[src/rtl/core/assert_macros.svh]
// Assertion macros used by the top-level RTL module of the sorted priority queue.
`ifndef ASSERT_MACROS_SVH
`define ASSERT_MACROS_SVH

// Property that must hold at every clock edge outside of reset.
`define SPQ_ASSERT(label, prop) \
	label: assert property (@(posedge clk) disable iff (!arst_n) (prop)) \
	else $error("assertion failed");

// Same-cycle implication, checked outside of reset.
`define SPQ_ASSERT_IMP(label, ante, cons) \
	label: assert property (@(posedge clk) disable iff (!arst_n) (ante) |-> (cons)) \
	else $error("assertion failed");

// Next-cycle implication, checked outside of reset.
`define SPQ_ASSERT_NXT(label, ante, cons) \
	label: assert property (@(posedge clk) disable iff (!arst_n) (ante) |=> (cons)) \
	else $error("assertion failed");

`endif

[src/rtl/core/spq_pkg.sv]
// Package with the types and constants of the sorted priority queue.
`timescale 1ns / 1ps

package spq_pkg;

	localparam int DEPTH_DEF = 16;
	localparam int VAL_W     = 32;
	localparam int PRIO_W    = 8;
	localparam int OCC_W     = 5;

	localparam logic KIND_ENQ = 1'b0;
	localparam logic KIND_DEQ = 1'b1;

	typedef enum logic [1:0] {
		ST_OK        = 2'd0,
		ST_UNDERFLOW = 2'd1,
		ST_OVERFLOW  = 2'd2
	} status_t;

	typedef logic signed [VAL_W-1:0] value_t;
	typedef logic [PRIO_W-1:0] prio_t;

	// Per-cell control from the top level.
	typedef struct packed {
		logic enq;
		logic deq;
		logic valid;
		logic left_keep;
	} cell_ctl_t;

endpackage

[src/rtl/core/spq_cell.sv]
// One slot of the sorted queue: holds an entry and shifts with its neighbors.
`timescale 1ns / 1ps

module spq_cell (
	input  logic               clk,
	input  spq_pkg::cell_ctl_t ctl,
	input  spq_pkg::value_t    new_value,
	input  spq_pkg::prio_t     new_prio,
	input  spq_pkg::value_t    left_value,
	input  spq_pkg::prio_t     left_prio,
	input  spq_pkg::value_t    right_value,
	input  spq_pkg::prio_t     right_prio,
	output spq_pkg::value_t    value,
	output spq_pkg::prio_t     prio,
	output logic               keep
);
	import spq_pkg::*;

	value_t value_q;
	prio_t  prio_q;

	// An entry stays put when it is served no later than the new item.
	assign keep  = ctl.valid && (prio_q <= new_prio);
	assign value = value_q;
	assign prio  = prio_q;

	always_ff @(posedge clk) begin
		if (ctl.enq && !keep) begin
			if (ctl.left_keep) begin
				value_q <= new_value;
				prio_q  <= new_prio;
			end else begin
				value_q <= left_value;
				prio_q  <= left_prio;
			end
		end else if (ctl.deq) begin
			value_q <= right_value;
			prio_q  <= right_prio;
		end
	end

endmodule

[src/rtl/core/sorted_priority_queue.sv]
// Top level of the sorted priority queue: a row of shifting slot cells.
`timescale 1ns / 1ps

// Bounded priority queue held as a sorted row of DEPTH cells, cell 0 at the
// front. An item is taken at a rising edge where start is high and busy is
// low; busy never rises, so one item can be taken in every cycle. All cells
// compare the new priority with their own in parallel during the cycle of
// acceptance, so an enqueue or dequeue completes within that cycle and its
// result appears on the next cycle with done high for exactly that cycle.
// The receiver cannot stall, so it must take the result when done is high.
// Smaller priority numbers are served first and equal priorities leave in
// arrival order. A dequeue on an empty queue reports underflow, and an
// enqueue into a full queue is dropped and reports overflow. Occupancy gives
// the entry count after the item, in its low five bits.
module sorted_priority_queue #(
	parameter int DEPTH = spq_pkg::DEPTH_DEF
) (
	input  logic                             clk,
	input  logic                             arst_n,
	input  logic                             start,
	output logic                             busy,
	input  logic                             kind,
	input  logic signed [spq_pkg::VAL_W-1:0] item_value,
	input  logic [spq_pkg::PRIO_W-1:0]       item_priority,
	output logic                             done,
	output spq_pkg::status_t                 status,
	output logic signed [spq_pkg::VAL_W-1:0] out_value,
	output logic [spq_pkg::OCC_W-1:0]        occupancy
);
	import spq_pkg::*;

	`include "assert_macros.svh"

	localparam int CW = $clog2(DEPTH + 1);

	logic [CW-1:0] count_q;
	logic          done_q;
	status_t       status_q;
	value_t        out_value_q;

	logic accept;
	logic enq_ok;
	logic deq_ok;

	value_t     cell_value [DEPTH];
	prio_t      cell_prio  [DEPTH];
	logic [DEPTH:0] keep_c;

	// Every item completes in its own cycle, so the block is never busy.
	assign busy   = 1'b0;
	assign accept = start && !busy;
	assign enq_ok = accept && (kind == KIND_ENQ) && (count_q != CW'(DEPTH));
	assign deq_ok = accept && (kind == KIND_DEQ) && (count_q != '0);

	// The front cell always sees a keeping neighbor, so it takes the new item
	// when it does not keep its own entry.
	assign keep_c[0] = 1'b1;

	for (genvar i = 0; i < DEPTH; i++) begin : g_cell
		cell_ctl_t ctl;
		value_t    left_value;
		prio_t     left_prio;
		value_t    right_value;
		prio_t     right_prio;

		assign ctl.enq       = enq_ok;
		assign ctl.deq       = deq_ok;
		assign ctl.valid     = (count_q > CW'(i));
		assign ctl.left_keep = keep_c[i];

		if (i == 0) begin : g_first
			assign left_value = item_value;
			assign left_prio  = item_priority;
		end else begin : g_mid
			assign left_value = cell_value[i-1];
			assign left_prio  = cell_prio[i-1];
		end

		// The last cell refills from itself on a dequeue; it falls out of
		// the valid range anyway.
		if (i == DEPTH - 1) begin : g_last
			assign right_value = cell_value[i];
			assign right_prio  = cell_prio[i];
		end else begin : g_inner
			assign right_value = cell_value[i+1];
			assign right_prio  = cell_prio[i+1];
		end

		spq_cell u_cell (
			.clk        (clk),
			.ctl        (ctl),
			.new_value  (item_value),
			.new_prio   (item_priority),
			.left_value (left_value),
			.left_prio  (left_prio),
			.right_value(right_value),
			.right_prio (right_prio),
			.value      (cell_value[i]),
			.prio       (cell_prio[i]),
			.keep       (keep_c[i+1])
		);
	end

	// Entry count and the result strobe.
	always_ff @(posedge clk or negedge arst_n) begin
		if (!arst_n) begin
			count_q <= '0;
			done_q  <= 1'b0;
		end else begin
			done_q <= accept;
			if (enq_ok) begin
				count_q <= count_q + 1'b1;
			end else if (deq_ok) begin
				count_q <= count_q - 1'b1;
			end
		end
	end

	// Result payload, captured with the item.
	always_ff @(posedge clk) begin
		if (accept) begin
			priority if (kind == KIND_ENQ && !enq_ok) begin
				status_q    <= ST_OVERFLOW;
				out_value_q <= '0;
			end else if (kind == KIND_DEQ && !deq_ok) begin
				status_q    <= ST_UNDERFLOW;
				out_value_q <= '0;
			end else if (deq_ok) begin
				status_q    <= ST_OK;
				out_value_q <= cell_value[0];
			end else begin
				status_q    <= ST_OK;
				out_value_q <= '0;
			end
		end
	end

	assign done      = done_q;
	assign status    = status_q;
	assign out_value = out_value_q;
	// The count register already holds the value after the item.
	assign occupancy = OCC_W'(32'(count_q));

	`SPQ_ASSERT(a_count_bound, count_q <= CW'(DEPTH))
	`SPQ_ASSERT_NXT(a_done_follows, accept, done)
	`SPQ_ASSERT_NXT(a_enq_count, enq_ok, count_q == $past(count_q) + 1'b1)
	`SPQ_ASSERT_IMP(a_underflow_empty, done && status == ST_UNDERFLOW, count_q == '0)
	`SPQ_ASSERT_IMP(a_front_sorted, count_q >= CW'(2), cell_prio[0] <= cell_prio[1])

endmodule

[config.mk]
export PLATFORM = sky130hd
export DESIGN_NAME = sorted_priority_queue
export DESIGN_NICKNAME = d
export VERILOG_FILES = /design/src/rtl/core/spq_pkg.sv /design/src/rtl/core/spq_cell.sv /design/src/rtl/core/sorted_priority_queue.sv
export VERILOG_INCLUDE_DIRS = /design/src /design/src/rtl/core
export SDC_FILE = /design/constraint.sdc
export NUM_CORES = 2
export LEC_CHECK = 0
export ABC_AREA = 1
export BUFFER_PORTS_ARGS = -buffer_cell sky130_fd_sc_hd__buf_2
export CORE_MARGIN = 3
export CORE_UTILIZATION = 40
export DETAILED_ROUTE_END_ITERATION = 10
export REMOVE_ABC_BUFFERS = 1
export SLEW_MARGIN = 20
export SYNTH_ARGS = -nofsm -noshare
export SYNTH_HDL_FRONTEND = slang
export SYNTH_SLANG_ARGS = --single-unit
[constraint.sdc]
create_clock -name clk -period 9.2 [get_ports clk]
set_input_delay 1.84 -clock clk [delete_from_list [all_inputs] [get_ports clk]]
set_output_delay 1.84 -clock clk [all_outputs]
set_load 0.05 [all_outputs]
==> results.sh <==
export IMPL_status="finished, final reports clean"
export IMPL_power_density_mw_per_mm2=359
export IMPL_synthDistinctLibCells=33
export IMPL_hold_end="g_cell[14].u_cell.value[0]"
export IMPL_period_share_pct=63.8
export IMPL_crit_buf_inv=7
export IMPL_hpwl_um=98300
export IMPL_slowest_delay_ns=0.50
export IMPL_cts_max_level=3
export IMPL_cp_start_kind="input pin"
export IMPL_hold_viol=0
export IMPL_layout_drive_gt1_share_pct=6.24
export IMPL_cts_root_buf="clkbuf_16"
export IMPL_grt_pass1_vias=34305
export IMPL_worst_ep_arrival_time_ns=6.27
export IMPL_slew_headroom_pct=24.7
export IMPL_avgSynthCellArea_um2=7.63
export IMPL_place_ws_ns=2.74
export IMPL_die_w_um=322
export IMPL_dieArea_mm2=0.104
export IMPL_finalSetupViolations=0
export IMPL_cp_end_kind="register"
export IMPL_drt_wl_total_um=152000
export IMPL_reg2reg_depth=11
export IMPL_vias=36150
export IMPL_place_area_mm2=0.0412
export IMPL_final_cell_mix="nand2_1, edfxtp_1, nand3_1"
export IMPL_initial_core_util_pct=40.4
export IMPL_antennaDiodeCount=0
export IMPL_gr_usage_all_layers_pct=28.9
export IMPL_crit_family="buffers and inverters"
export IMPL_io_buffers=83
export IMPL_cts_tree="yes"
export IMPL_layout_commonest_cell="nand2_1"
export IMPL_hold_buffers=0
export IMPL_rsz0062_at_grt="false"
export IMPL_fin_ws_ns=3.33
export IMPL_rrSetupSlack_ns=4.63
export IMPL_clock_sinks=680
export IMPL_worstSkewPairLatency_ns=0.65
export IMPL_slowest_stage="inv_2"
export IMPL_io_pins=85
export IMPL_firstDrtPassIters=5
export IMPL_fin_tns_setup_ns=0
export IMPL_final_cell_area_mm2=0.0438
export IMPL_wl_per_cell_um=23.5
export IMPL_yosys_warnings=0
export IMPL_skew_ns=0.0203
export IMPL_syn_cell_area_mm2=0.0399
export IMPL_synthToLayoutAreaGrowth_pct=9.67
export IMPL_fp_coreArea_mm2=0.0987
export IMPL_synth_seq_cells=680
export IMPL_clockBufferDepth=3
export IMPL_viasPerCell=5.58
export IMPL_required_ns=9.60
export IMPL_drc=0
export IMPL_maxCapViolations=0
export IMPL_grt_pass1_wl_um=225000
export IMPL_fin_crit_ns=5.87
export IMPL_cts_resized=0
export IMPL_slew_violations=0
export IMPL_overflow=0
export IMPL_grt_max_degree=81
export IMPL_power_leakage_nw=21.4
export IMPL_cts_clk_slew_worst_paths_ns=0.06
export IMPL_gp_congestion=0.917
export IMPL_fillCellCount=10099
export IMPL_path_cells="buf_2 -> inv_1 -> buf_4 -> ha_1 -> nand2_1 -> nand2_1 -> nand2_1 -> nand2_1 -> nand2_1 -> nand2_1 -> nand2_1 -> buf_4 -> nand2_1 -> buf_4 -> nand2_1 -> buf_4 -> inv_2 -> nand2_1 -> nand2_1"
export IMPL_dieHeight_um=322
export IMPL_grt_antenna_before_repair=4
export IMPL_worstSetupPathType="input pin to register"
export IMPL_synthCells=5233
export IMPL_rows=115
export IMPL_worstHoldStart="g_cell[15].u_cell.value[0]"
export IMPL_ir_drop_mv=0.223
export IMPL_drt_iter0_drc=4101
export IMPL_dp_cells=6337
export IMPL_final_util_pct=44.3
export IMPL_cts_inserted_buffers=80
export IMPL_cp_max_fo=41
export IMPL_whs_ns=0.514
export IMPL_nets=5310
export IMPL_final_cells=6483
export IMPL_finalPower_mw=15.7
export IMPL_hold_class="register to register"
export IMPL_clock_fmax_ghz=0.170
export IMPL_cpMostUsedCell="nand2_1"
export IMPL_r2r_start="occupancy[2]"
export IMPL_ant_nets=0
export IMPL_min_path_cells=2
export IMPL_r2r_end="g_cell[11].u_cell.value[26]"
export IMPL_tightestPinTransition_ns=1.13
export IMPL_synth_seq_area_share_pct=51.1
export IMPL_postCtsSetupRepairBufs=0
-- how the worst max path moves through the flow --
| stage | startpoint | end | slack [ns] | cells after the start |
|---|---|---|---|---|
| after global routing | item_priority[1] | g_cell[8].u_cell.value[30] | 3.07 | 19 |
| final | item_priority[1] | g_cell[8].u_cell.value[6] | 3.33 | 19 |
| after floorplan | item_priority[7] | g_cell[0].u_cell.prio[0] | 2.44 | 9 |
| after detailed placement | item_priority[1] | g_cell[9].u_cell.prio[7] | 2.74 | 17 |
| after CTS | item_priority[1] | g_cell[9].u_cell.value[26] | 3.37 | 17 |
| after global placement | item_priority[1] | g_cell[9].u_cell.prio[7] | 2.77 | 17 |
-- state kept, by name (all words and copies together), names as in the netlist --
register / count
g_cell.u_cell.prio: 128
occupancy: 5
out_value: 32
done: 1
g_cell.u_cell.value: 512
status: 2
-- area by class of cell --
cell class	instances	area, µm²	area share (%)
clock inverter	36	313	0.715
multi-input combinational	4047	17600	40.3
inverter	161	606	1.38
sequential	680	20400	46.6
clock buffer	110	2220	5.07
tap	1287	1610	3.68
timing repair buffer	162	1010	2.30
-- synth_stat cells --
cell type	n	area, µm²
buf_2	126	631
o21a_2	1	8.76
o21bai_1	1	7.51
conb_1	1	3.75
clkinv_2	1	5.00
inv_1	142	533
o221ai_1	2	17.5
nand4_1	16	100
dfrtp_1	6	150
o22ai_1	1	6.26
o211ai_1	1	7.51
o31ai_1	1	7.51
clkbuf_1	204	766
buf_1	12	45.0
a21oi_1	40	200
nand3_1	566	2830
nand3_2	1	10.0
nand2_2	5	31.3
xor2_1	4	35.0
a21o_1	14	105
o21ai_0	51	255
edfxtp_1	674	20200
inv_2	18	67.6
nor2_4	2	22.5
nand2_1	3082	11600
buf_4	3	22.5
nor2_1	82	308
o21a_1	1	7.51
o21ai_1	34	170
ha_1	134	1680
nor2_2	1	6.26
o31ai_2	2	25.0
o21ai_2	4	35.0
-- per-layer routing --
| layer | GRT usage (%) | wire length (µm) | vias to the layer above | part of all wire (%) |
|---|---|---|---|---|
| met5 | 0 | 11 | - | 0.0072 |
| met4 | 15.7 | 9510 | 2 | 6.3 |
| met3 | 3.95 | 13400 | 387 | 8.8 |
| met2 | 44.8 | 67000 | 1929 | 44 |
| met1 | 39.5 | 62100 | 17125 | 41 |
| li1 | - | - | 16707 | - |
-- worst min-delay path, delay by kind of cell (launching register included) --
| family | cells | cell delay (ns) |
|---|---|---|
| flip-flops | 1 | 0.32 |
| AND/OR/NAND/NOR | 2 | 0.10 |
-- power by group --
| part | switching, mW | leakage (nW) | internal [mW] | total (mW) |
|---|---|---|---|---|
| sequential | 0.819 | 6.57 | 4.89 | 5.71 |
| clock | 1.37 | 1.22 | 1.83 | 3.19 |
| combinational | 5.00 | 13.6 | 1.83 | 6.83 |
-- cells by family (layout without fill, tap and decap cells) --
| logic type | after synthesis | in the layout | share of synthesized area [%] |
|---|---|---|---|
| AND/OR/NAND/NOR | 3755 | 3755 | 37.3 |
| flip-flops | 680 | 680 | 51.1 |
| buffers and inverters | 506 | 469 | 5.19 |
| AO/OA/AOI/OAI | 153 | 153 | 2.14 |
| adder cells (fa/ha/maj) | 134 | 134 | 4.20 |
| XOR/XNOR | 4 | 4 | 0.0878 |
| other | 1 | 1 | 0.00940 |
No activity file was read; power rests on OpenSTA's default activity.
